[src/rtl/core/rg565_pkg.sv]
// ----------------------------------------------------------------------------
// rg565_pkg: shared types and constants
// Channel widths, luminance weights and stage control bundle for the
// RGBA to gray RGB565 converter.
// ----------------------------------------------------------------------------
package rg565_pkg;

   localparam int unsigned CHAN_W   = 8;
   localparam int unsigned NUM_CHAN = 3;

   // channel lanes
   localparam int unsigned CH_RED   = 0;
   localparam int unsigned CH_GREEN = 1;
   localparam int unsigned CH_BLUE  = 2;

   // luminance weights, sum is 256
   localparam logic [CHAN_W-1:0] LUM_RED   = 8'd77;
   localparam logic [CHAN_W-1:0] LUM_GREEN = 8'd150;
   localparam logic [CHAN_W-1:0] LUM_BLUE  = 8'd29;

   // silhouette threshold: alpha strictly above counts as opaque
   localparam logic [CHAN_W-1:0] SIL_THRESH = 8'd128;
   localparam logic [CHAN_W-1:0] CHAN_MAX   = 8'd255;

   typedef logic [CHAN_W-1:0] chan_type;
   typedef logic [15:0]       blend_type;
   typedef logic [15:0]       prod_type;

   // per-pixel control that travels beside the data
   typedef struct packed {
      logic sil;
      logic black;
      logic last;
   } ctl_type;

endpackage

[src/rtl/core/rg565_if.sv]
// ----------------------------------------------------------------------------
// rg565 channel interfaces
// Valid/ready channels for input pixels, gray results and the mode write.
// ----------------------------------------------------------------------------
interface rg565_req_if;
   logic       valid;
   logic       ready;
   logic [7:0] red;
   logic [7:0] green;
   logic [7:0] blue;
   logic [7:0] alpha;
   logic       last_pixel;

   modport source (output valid, red, green, blue, alpha, last_pixel, input ready);
   modport sink   (input valid, red, green, blue, alpha, last_pixel, output ready);
endinterface

interface rg565_rsp_if;
   logic        valid;
   logic        ready;
   logic [15:0] pixel_565;
   logic [7:0]  gray_level;
   logic        last_out;

   modport source (output valid, pixel_565, gray_level, last_out, input ready);
   modport sink   (input valid, pixel_565, gray_level, last_out, output ready);
endinterface

interface rg565_csr_if;
   logic valid;
   logic ready;
   logic silhouette_mode;

   modport source (output valid, silhouette_mode, input ready);
   modport sink   (input valid, silhouette_mode, output ready);
endinterface

[src/rtl/core/rgba_to_gray_rgb565.sv]
// ----------------------------------------------------------------------------
// rgba_to_gray_rgb565: RGBA8888 pixel to gray RGB565
// Blends each pixel over white, takes luminance and packs it as RGB565,
// or renders a black/white silhouette from alpha.
// ----------------------------------------------------------------------------
// Usage:
//   req_bus  : one RGBA8888 pixel per transfer plus a last-pixel mark.
//   rsp_bus  : one result per pixel, in order: RGB565 word, 8-bit gray and
//              the copied last mark.
//   csr_bus  : writes the silhouette mode bit; always ready. Write it only
//              while no pixel is in flight. Each pixel uses the mode that
//              holds when it enters.
//   Pipeline : five register stages: blend product, reciprocal estimate,
//              quotient fix, weight products, sum and pack.
//   Throughput: one pixel per cycle while rsp_bus is ready; every stage advances independently.
//   Reset    : synchronous; empties the pipeline and clears the mode to 0.
//   Stall    : when rsp_bus is not ready the last stage holds its result
//              and bubbles close up behind it; req_bus drops ready only
//              once all five stages are full.
// ----------------------------------------------------------------------------
module rgba_to_gray_rgb565
   import rg565_pkg::*;
(
   input  logic        clock,
   input  logic        reset,
   rg565_req_if.sink   req_bus,
   rg565_rsp_if.source rsp_bus,
   rg565_csr_if.sink   csr_bus
);

   // mode register
   logic mode_ff;

   // stage valid bits and per-stage ready
   logic v1_ff, v2_ff, v3_ff, v4_ff, v5_ff;
   logic rdy1, rdy2, rdy3, rdy4, rdy5;

   // stage payloads
   blend_type x1_ff  [NUM_CHAN];
   ctl_type   c1_ff;
   blend_type x2_ff  [NUM_CHAN];
   chan_type  q2_ff  [NUM_CHAN];
   ctl_type   c2_ff;
   chan_type  q3_ff  [NUM_CHAN];
   ctl_type   c3_ff;
   prod_type  p4_ff  [NUM_CHAN];
   ctl_type   c4_ff;
   logic [15:0] pix5_ff;
   chan_type    gray5_ff;
   logic        last5_ff;

   // next values
   blend_type x1_in  [NUM_CHAN];
   ctl_type   c1_in;
   chan_type  q2_in  [NUM_CHAN];
   chan_type  q3_in  [NUM_CHAN];
   logic [16:0] r3_full [NUM_CHAN];
   prod_type  p4_in  [NUM_CHAN];
   chan_type  gray5_in;
   logic [17:0] lum_sum;
   chan_type  chan_in [NUM_CHAN];

   // ready ripples back from the output
   assign rdy5 = !v5_ff || rsp_bus.ready;
   assign rdy4 = !v4_ff || rdy5;
   assign rdy3 = !v3_ff || rdy4;
   assign rdy2 = !v2_ff || rdy3;
   assign rdy1 = !v1_ff || rdy2;

   assign req_bus.ready = rdy1;
   assign csr_bus.ready = 1'b1;

   assign chan_in[CH_RED]   = req_bus.red;
   assign chan_in[CH_GREEN] = req_bus.green;
   assign chan_in[CH_BLUE]  = req_bus.blue;

   // stage 1: blend numerator c*a + 255*(255-a)
   always_comb begin
      logic [CHAN_W-1:0] na;
      logic [16:0]       num;
      na = CHAN_MAX - req_bus.alpha;
      for (int i = 0; i < NUM_CHAN; i++) begin
         num = 17'(chan_in[i]) * 17'(req_bus.alpha) + {1'b0, na, 8'h00} - 17'(na);
         x1_in[i] = num[15:0];
      end
      c1_in.sil   = mode_ff;
      c1_in.black = (req_bus.alpha > SIL_THRESH);
      c1_in.last  = req_bus.last_pixel;
   end

   // stage 2: quotient estimate x*257 >> 16, never above x/255
   always_comb begin
      logic [23:0] est;
      for (int i = 0; i < NUM_CHAN; i++) begin
         est = {x1_ff[i], 8'h00} + 24'(x1_ff[i]);
         q2_in[i] = est[23:16];
      end
   end

   // stage 3: remainder check, bump the quotient by one when needed
   always_comb begin
      for (int i = 0; i < NUM_CHAN; i++) begin
         r3_full[i] = 17'(x2_ff[i]) + 17'(q2_ff[i]) - {1'b0, q2_ff[i], 8'h00};
         q3_in[i]   = (r3_full[i] >= 17'(CHAN_MAX)) ? q2_ff[i] + 8'd1 : q2_ff[i];
      end
   end

   // stage 4: luminance weight products
   always_comb begin
      p4_in[CH_RED]   = 16'(q3_ff[CH_RED])   * 16'(LUM_RED);
      p4_in[CH_GREEN] = 16'(q3_ff[CH_GREEN]) * 16'(LUM_GREEN);
      p4_in[CH_BLUE]  = 16'(q3_ff[CH_BLUE])  * 16'(LUM_BLUE);
   end

   // stage 5: sum, scale and select silhouette
   always_comb begin
      lum_sum = 18'(p4_ff[CH_RED]) + 18'(p4_ff[CH_GREEN]) + 18'(p4_ff[CH_BLUE]);
      if (c4_ff.sil) begin
         gray5_in = c4_ff.black ? '0 : CHAN_MAX;
      end else begin
         gray5_in = lum_sum[15:8];
      end
   end

   // control: valid bits and mode
   always_ff @(posedge clock) begin
      if (reset) begin
         v1_ff   <= 1'b0;
         v2_ff   <= 1'b0;
         v3_ff   <= 1'b0;
         v4_ff   <= 1'b0;
         v5_ff   <= 1'b0;
         mode_ff <= 1'b0;
      end else begin
         if (rdy1) v1_ff <= req_bus.valid;
         if (rdy2) v2_ff <= v1_ff;
         if (rdy3) v3_ff <= v2_ff;
         if (rdy4) v4_ff <= v3_ff;
         if (rdy5) v5_ff <= v4_ff;
         if (csr_bus.valid && csr_bus.ready) mode_ff <= csr_bus.silhouette_mode;
      end
   end

   // payload: load on transfer into each stage, hold otherwise
   always_ff @(posedge clock) begin
      if (rdy1 && req_bus.valid) begin
         x1_ff <= x1_in;
         c1_ff <= c1_in;
      end
      if (rdy2 && v1_ff) begin
         x2_ff <= x1_ff;
         q2_ff <= q2_in;
         c2_ff <= c1_ff;
      end
      if (rdy3 && v2_ff) begin
         q3_ff <= q3_in;
         c3_ff <= c2_ff;
      end
      if (rdy4 && v3_ff) begin
         p4_ff <= p4_in;
         c4_ff <= c3_ff;
      end
      if (rdy5 && v4_ff) begin
         gray5_ff <= gray5_in;
         pix5_ff  <= {gray5_in[7:3], gray5_in[7:2], gray5_in[7:3]};
         last5_ff <= c4_ff.last;
      end
   end

   assign rsp_bus.valid      = v5_ff;
   assign rsp_bus.pixel_565  = pix5_ff;
   assign rsp_bus.gray_level = gray5_ff;
   assign rsp_bus.last_out   = last5_ff;

   // an accepted pixel always lands in stage one
   a_accept_lands: assert property (@(posedge clock) disable iff (reset)
      req_bus.valid && req_bus.ready |=> v1_ff)
      else $error("accepted pixel missing from stage one");

   // reciprocal estimate is off by at most one
   a_quot_fix: assert property (@(posedge clock) disable iff (reset)
      v2_ff |-> r3_full[CH_RED] < 17'd510 && r3_full[CH_GREEN] < 17'd510
                && r3_full[CH_BLUE] < 17'd510)
      else $error("quotient estimate out of correction range");

   // a stalled stage four keeps its green product and its control
   a_stage4_hold: assert property (@(posedge clock) disable iff (reset)
      v4_ff && !rdy4 |=> v4_ff && $stable(p4_ff[CH_GREEN]) && $stable(c4_ff))
      else $error("stage four changed under stall");

   // silhouette pixels are pure black or pure white
   a_sil_levels: assert property (@(posedge clock) disable iff (reset)
      v4_ff && rdy5 && c4_ff.sil |=> gray5_ff == 8'd0 || gray5_ff == 8'd255)
      else $error("silhouette gray level not black or white");

endmodule

[src/flat_wrapper.sv]
// flat-port wrapper written by rule: the top's interface ports become plain ports
module rgba_to_gray_rgb565_flat import rg565_pkg::*;
  (clock, reset, req_bus_valid, req_bus_red, req_bus_green, req_bus_blue, req_bus_alpha, req_bus_last_pixel, req_bus_ready, rsp_bus_valid, rsp_bus_pixel_565, rsp_bus_gray_level, rsp_bus_last_out, rsp_bus_ready, csr_bus_valid, csr_bus_silhouette_mode, csr_bus_ready);
  rg565_req_if req_bus_i ();
  rg565_rsp_if rsp_bus_i ();
  rg565_csr_if csr_bus_i ();
  input  logic clock;
  input  logic reset;
  input wire logic [$bits(req_bus_i.valid)-1:0] req_bus_valid;
  input wire logic [$bits(req_bus_i.red)-1:0] req_bus_red;
  input wire logic [$bits(req_bus_i.green)-1:0] req_bus_green;
  input wire logic [$bits(req_bus_i.blue)-1:0] req_bus_blue;
  input wire logic [$bits(req_bus_i.alpha)-1:0] req_bus_alpha;
  input wire logic [$bits(req_bus_i.last_pixel)-1:0] req_bus_last_pixel;
  output wire logic [$bits(req_bus_i.ready)-1:0] req_bus_ready;
  output wire logic [$bits(rsp_bus_i.valid)-1:0] rsp_bus_valid;
  output wire logic [$bits(rsp_bus_i.pixel_565)-1:0] rsp_bus_pixel_565;
  output wire logic [$bits(rsp_bus_i.gray_level)-1:0] rsp_bus_gray_level;
  output wire logic [$bits(rsp_bus_i.last_out)-1:0] rsp_bus_last_out;
  input wire logic [$bits(rsp_bus_i.ready)-1:0] rsp_bus_ready;
  input wire logic [$bits(csr_bus_i.valid)-1:0] csr_bus_valid;
  input wire logic [$bits(csr_bus_i.silhouette_mode)-1:0] csr_bus_silhouette_mode;
  output wire logic [$bits(csr_bus_i.ready)-1:0] csr_bus_ready;
  assign req_bus_i.valid = req_bus_valid;
  assign req_bus_i.red = req_bus_red;
  assign req_bus_i.green = req_bus_green;
  assign req_bus_i.blue = req_bus_blue;
  assign req_bus_i.alpha = req_bus_alpha;
  assign req_bus_i.last_pixel = req_bus_last_pixel;
  assign req_bus_ready = req_bus_i.ready;
  assign rsp_bus_valid = rsp_bus_i.valid;
  assign rsp_bus_pixel_565 = rsp_bus_i.pixel_565;
  assign rsp_bus_gray_level = rsp_bus_i.gray_level;
  assign rsp_bus_last_out = rsp_bus_i.last_out;
  assign rsp_bus_i.ready = rsp_bus_ready;
  assign csr_bus_i.valid = csr_bus_valid;
  assign csr_bus_i.silhouette_mode = csr_bus_silhouette_mode;
  assign csr_bus_ready = csr_bus_i.ready;
  rgba_to_gray_rgb565 u_core (.clock(clock), .reset(reset), .req_bus(req_bus_i), .rsp_bus(rsp_bus_i), .csr_bus(csr_bus_i));
endmodule
[config.mk]
export PLATFORM = sky130hd
export DESIGN_NAME = rgba_to_gray_rgb565_flat
export DESIGN_NICKNAME = d
export VERILOG_FILES = /design/src/rtl/core/rg565_pkg.sv /design/src/rtl/core/rg565_if.sv /design/src/rtl/core/rgba_to_gray_rgb565.sv /design/src/flat_wrapper.sv
export SDC_FILE = /design/constraint.sdc
export NUM_CORES = 1
export LEC_CHECK = 0
export BUFFER_PORTS_ARGS = -buffer_cell sky130_fd_sc_hd__buf_2
export CAP_MARGIN = 15
export CORE_MARGIN = 8
export CORE_UTILIZATION = 45
export DETAILED_ROUTE_END_ITERATION = 8
export PLACE_DENSITY = 0.71
export SYNTH_ARGS = -nofsm -noshare
export SYNTH_HDL_FRONTEND = slang
export SYNTH_SLANG_ARGS = --single-unit
[constraint.sdc]
create_clock -name clock -period 15.36 [get_ports clock]
set_clock_uncertainty 0.2 [all_clocks]
set_input_delay 1.536 -clock clock [delete_from_list [all_inputs] [get_ports clock]]
set_output_delay 1.536 -clock clock [all_outputs]
set_load 0.02 [all_outputs]
* Word level (Yosys, flattened, before mapping) *
Index checks and enable logic that the tools add are counted.

storage, ports and cells
  input port bits = 39
  logic and storage cells = 87
  register bits = 230

cells by class
  reductions and logical operators = 15
  multiplexer cells = 5
  $add $sub $neg = 21
  $mul = 6
  magnitude comparators = 4

operators by type and width
  kind                                                                count
  adder 24 x 16 -> 24 bit                                             3
  adder 16 x 8 -> 17 bit                                              3
  greater-or-equal comparator 17 x 8 -> 1 bit, second input constant  3
  subtractor 17 x 16 -> 17 bit                                        3
  adder 16 bit                                                        3
  multiplier 8 x 8 -> 16 bit                                          3
  subtractor 16 x 8 -> 16 bit                                         3
  2-to-1 mux 8 bit                                                    5
  multiplier 8 x 7 -> 15 bit, second input constant                   2
  adder 8 x 1 -> 8 bit, second input constant                         3
  adder 15 x 16 -> 16 bit                                             1
  adder 16 x 13 -> 16 bit                                             1
  multiplier 8 x 5 -> 13 bit, second input constant                   1
  > comparator 8 bit, second input constant                           1
  subtractor 8 bit, first input constant                              1
  logical AND 1 bit                                                   5
  logical NOT 1 bit                                                   5
  logical OR 1 bit                                                    5

* Longest topological paths before layout *
  word-level depth = 7
  mapped depth = 20
  mapped depth without buffers = 19

* Worst setup path after synthesis *
No wires, ideal clock.

  path kind = input port to flip-flop
  start = in rsp_bus_ready
  end = reg u_core.c2_ff[0] (netlist name), enable pin
  library setup time = 623 ps
  setup slack = 7,161 ps
  required time = 14,537 ps
  arrival time = 7,376 ps
  cell stages on the path = 4
  path buffers = 1
  path through = nor2b_1 -> and3_1 -> clkbuf_1 -> a21boi_0

between the ends
  longest elaborated chain between the ends = 5

ends and longest elaborated chain
  what                    RTL line                    text
  start: declaration      flat_wrapper.sv:20          input wire logic [$bits(rsp_bus_i.ready)-1:0] rsp_bus_ready;
  logical OR 1 bit        rgba_to_gray_rgb565.sv:64   assign rdy5 = !v5_ff || rsp_bus.ready;
  logical OR 1 bit        rgba_to_gray_rgb565.sv:65   assign rdy4 = !v4_ff || rdy5;
  logical OR 1 bit        rgba_to_gray_rgb565.sv:66   assign rdy3 = !v3_ff || rdy4;
  logical OR 1 bit        rgba_to_gray_rgb565.sv:67   assign rdy2 = !v2_ff || rdy3;
  logical AND 1 bit       rgba_to_gray_rgb565.sv:150  if (rdy2 && v1_ff) begin
  end signal: assignment  rgba_to_gray_rgb565.sv:153  c2_ff <= c1_ff;
  end: declaration        rgba_to_gray_rgb565.sv:43   ctl_type c2_ff;

Every way passes these cells.
A chain may end at the register's enable or synchronous reset.

==> results_dict.tcl <==
set metrics [dict create \
    multi_input_area_um2 14000 \
    yosys_warnings 0 \
    dp_hpwl_um 34400 \
    cp_num_buf_inv 3 \
    power.leakage_uw 0.0110 \
    syn_area_um2 22000 \
    initial_utilization_pct 45.3 \
    drt_iter0_markers 730 \
    post_cts_buffers 0 \
    grt_max_degree 76 \
    required_ns 15.42 \
    synth_area_leaders "edfxtp_1, ha_1, fa_1" \
    ant_nets 0 \
    max_freq_mhz 152 \
    rsz0062_at_grt "no" \
    grt_pass1_wl_um 72600 \
    synthToLayoutAreaGrowth_pct 7.78 \
    crit_path_cell_trace "buf_2, nand2_1, fa_1, inv_1, fa_1, fa_1, fa_1, ha_1, ha_1, inv_1, o21bai_1, a21oi_1, o21ai_0, or4_1, o311ai_0, o2111ai_1, a21oi_1, xnor2_1" \
    ioPinCount 67 \
    via_per_inst 5.21 \
    via_count 14508 \
    cts_sinks 214 \
    layout.cells.most_common "ha_1" \
    synth-seq-cells 214 \
    max-slew-margin-rel_pct 34.7 \
    cts_hold_buf 0 \
    final_cell_mix "ha_1, inv_1, edfxtp_1, fa_1, nand2_1" \
    setup_viol 0 \
    cts_buffer_depth 3 \
    cp_top_family "adder cells" \
    async_reset_ff_share_pct 0 \
    synthDistinctLibCells 82 \
    ys.flop_type "edfxtp_1" \
    final_nets 2736 \
    fp.dieH_um 237 \
    coreArea_um2 48500 \
    cp.arrival_ns 6.64 \
    grt_overflow 0 \
    n_fill_cell 4306 \
    crit_slowest_cell "fa_1" \
    ctsResizeCount 0 \
    synth_top_area_share_pct 28.4 \
    critPathLaunchType "primary input" \
    yosys.area.top_type "edfxtp_1" \
    outcome "complete, no violations" \
    drv_slew 0 \
    gp_congestion 0.840 \
    pwr_density_cell_nw_per_um2 168 \
    syn-instance-count 2092 \
    post_synth.cell_area_avg_um2 10.5 \
    antenna_found_initial 0 \
    hold_viol_final 0 \
    synth_edf_count 208 \
    fin_total_pwr_uw 3980 \
    clkSlewWorstSetupHoldPaths_ns 0.05 \
    synth_seq_area_share_pct 29.0 \
    io_buffers 65 \
    critPathKind "in -> reg" \
    antenna_cells 0 \
    drv_cap 0 \
    grt_pass1_vias 15608 \
    min_period_ns 6.58 \
    cp_max_fo 29 \
    die-area_um2 56200 \
    wl_per_cell_um 15.1 \
    worst_pin_slew_ns 0.980 \
    rows 81 \
    clockRootBuffer "clkbuf_16" \
    cp-end-kind "flip-flop" \
    numCtsBuffers 25 \
    final.setup.tns_ns 0 \
    holdWs_ns 0.218 \
    ctsHtreeMaxLevel 1 \
    seqCellArea_um2 6370 \
    cts_tree "yes" \
    grt_usage_pct 15.1 \
    wl_um 42100 \
    insertion_delay_ns 0.52 \
    dr.pass1.iters 5 \
    post-route-period-util_pct 42.8 \
    max_stage_delay_ns 0.57 \
    drc 0 \
    drive_gt1_share_pct 6.81 \
    hp-class "reg -> reg" \
    crit_top_cell "fa_1" \
    die_w_um 237 \
    ir_drop_mv 0.0929 \
    post-route-util_pct 48.8 \
]
==> stage by stage <==
step	instance area [µm²]	instances	setup WS (ns)
6_report	23700	2782	8.78
4_1_cts	23700	2782	8.80
3_5_place_dp	22900	2740	8.24
3_3_place_gp	22900	2740	8.42
5_1_grt	23700	2782	8.53
2_1_floorplan	22000	2094	7.16
==> metal layers <==
layer | GRT usage [%] | wire length, µm | part of all wire, % | up-vias
li1 | - | - | - | 7167
met1 | 18.5 | 18500 | 44 | 6991
met2 | 27.8 | 21000 | 50 | 273
met3 | 1.74 | 1570 | 3.7 | 77
met4 | 3.84 | 991 | 2.4 | 0
met5 | 0 | 0 | 0 | -
==> worst register-to-register path, cell delays in order, from the launching register on <==
cell and delay [ns]:
edfxtp_1 0.49, ha_1 0.34, ha_1 0.27, inv_1 0.05
fa_1 0.49, fa_1 0.52, inv_1 0.04, ha_1 0.32
a21oi_1 0.22, o21bai_1 0.09, a21oi_1 0.23, nor2_1 0.08
a211oi_1 0.31, a21oi_1 0.12
==> path summary, 6_finish.rpt <==
path / startpoint / end / slack, ns / cells past startpoint
min reg2reg: u_core.c1_ff[0] / u_core.c2_ff[0] / 0.22 / 0
min: u_core.c1_ff[0] / u_core.c2_ff[0] / 0.22 / 0
max: req_bus_alpha[0] / u_core.x1_ff[15] / 8.78 / 18
max reg2reg: u_core.q3_ff[12] / u_core.p4_ff[31] / 11.30 / 13
==> flip-flops by register name (all words and copies together) (netlist names) <==
signal,count
u_core.rsp_bus.last_out,1
u_core.v1_ff,1
u_core.rsp_bus.gray_level,7
u_core.c4_ff,3
u_core.c3_ff,3
u_core.c1_ff,3
u_core.v4_ff,1
u_core.mode_ff,1
u_core.x2_ff,48
u_core.p4_ff,43
u_core.v3_ff,1
u_core.q2_ff,24
u_core.x1_ff,48
u_core.rsp_bus.valid,1
u_core.c2_ff,3
u_core.q3_ff,24
u_core.rsp_bus.pixel_565,1
u_core.v2_ff,1
==> kinds of logic (layout without fill, tap and decap cells) <==
family	count (synthesis)	after routing	synth area share, %
adders and majority gates	552	552	37.6
other	2	4	0.0342
buffers and inverters	414	480	7.38
AOI/OAI and AO/OA	290	290	9.09
xor gates and xnor gates	144	144	5.74
and+or+nand+nor	468	468	10.8
DFF	214	214	29.0
muxes	8	8	0.387
==> power breakdown <==
group          leakage, µW  switching (µW)  internal (µW)  total, µW
Combinational      0.00867            1300           1100       2400
Clock             0.000377             229            329        558
Sequential         0.00200             110            910       1020
Total               0.0110            1640           2340       3980
==> layout make-up <==
cell class	instances	share of cell area [%]
timing repair buffer	69	1.50
multi-input combinational	1466	59.3
clock inverter	15	0.565
inverter	369	5.85
sequential	214	26.9
tap	622	3.28
clock buffer	27	2.67
==> cell usage after synthesis (11+ instances only) <==
master	instances
nand4_1	12
buf_4	18
nand2_1	155
nor2_1	76
and3_1	11
o21bai_1	22
nand3_1	34
nor2b_1	17
nor3_1	19
nand2b_1	15
ha_1	370
inv_1	368
or3_1	11
xor2_1	28
a31oi_1	11
o21a_1	14
a21oi_1	92
and2_1	82
xnor2_1	116
o21ai_0	40
a21o_1	25
fa_1	182
edfxtp_1	208
clkbuf_1	25
Note: power is estimated with default switching activity, not from simulation.
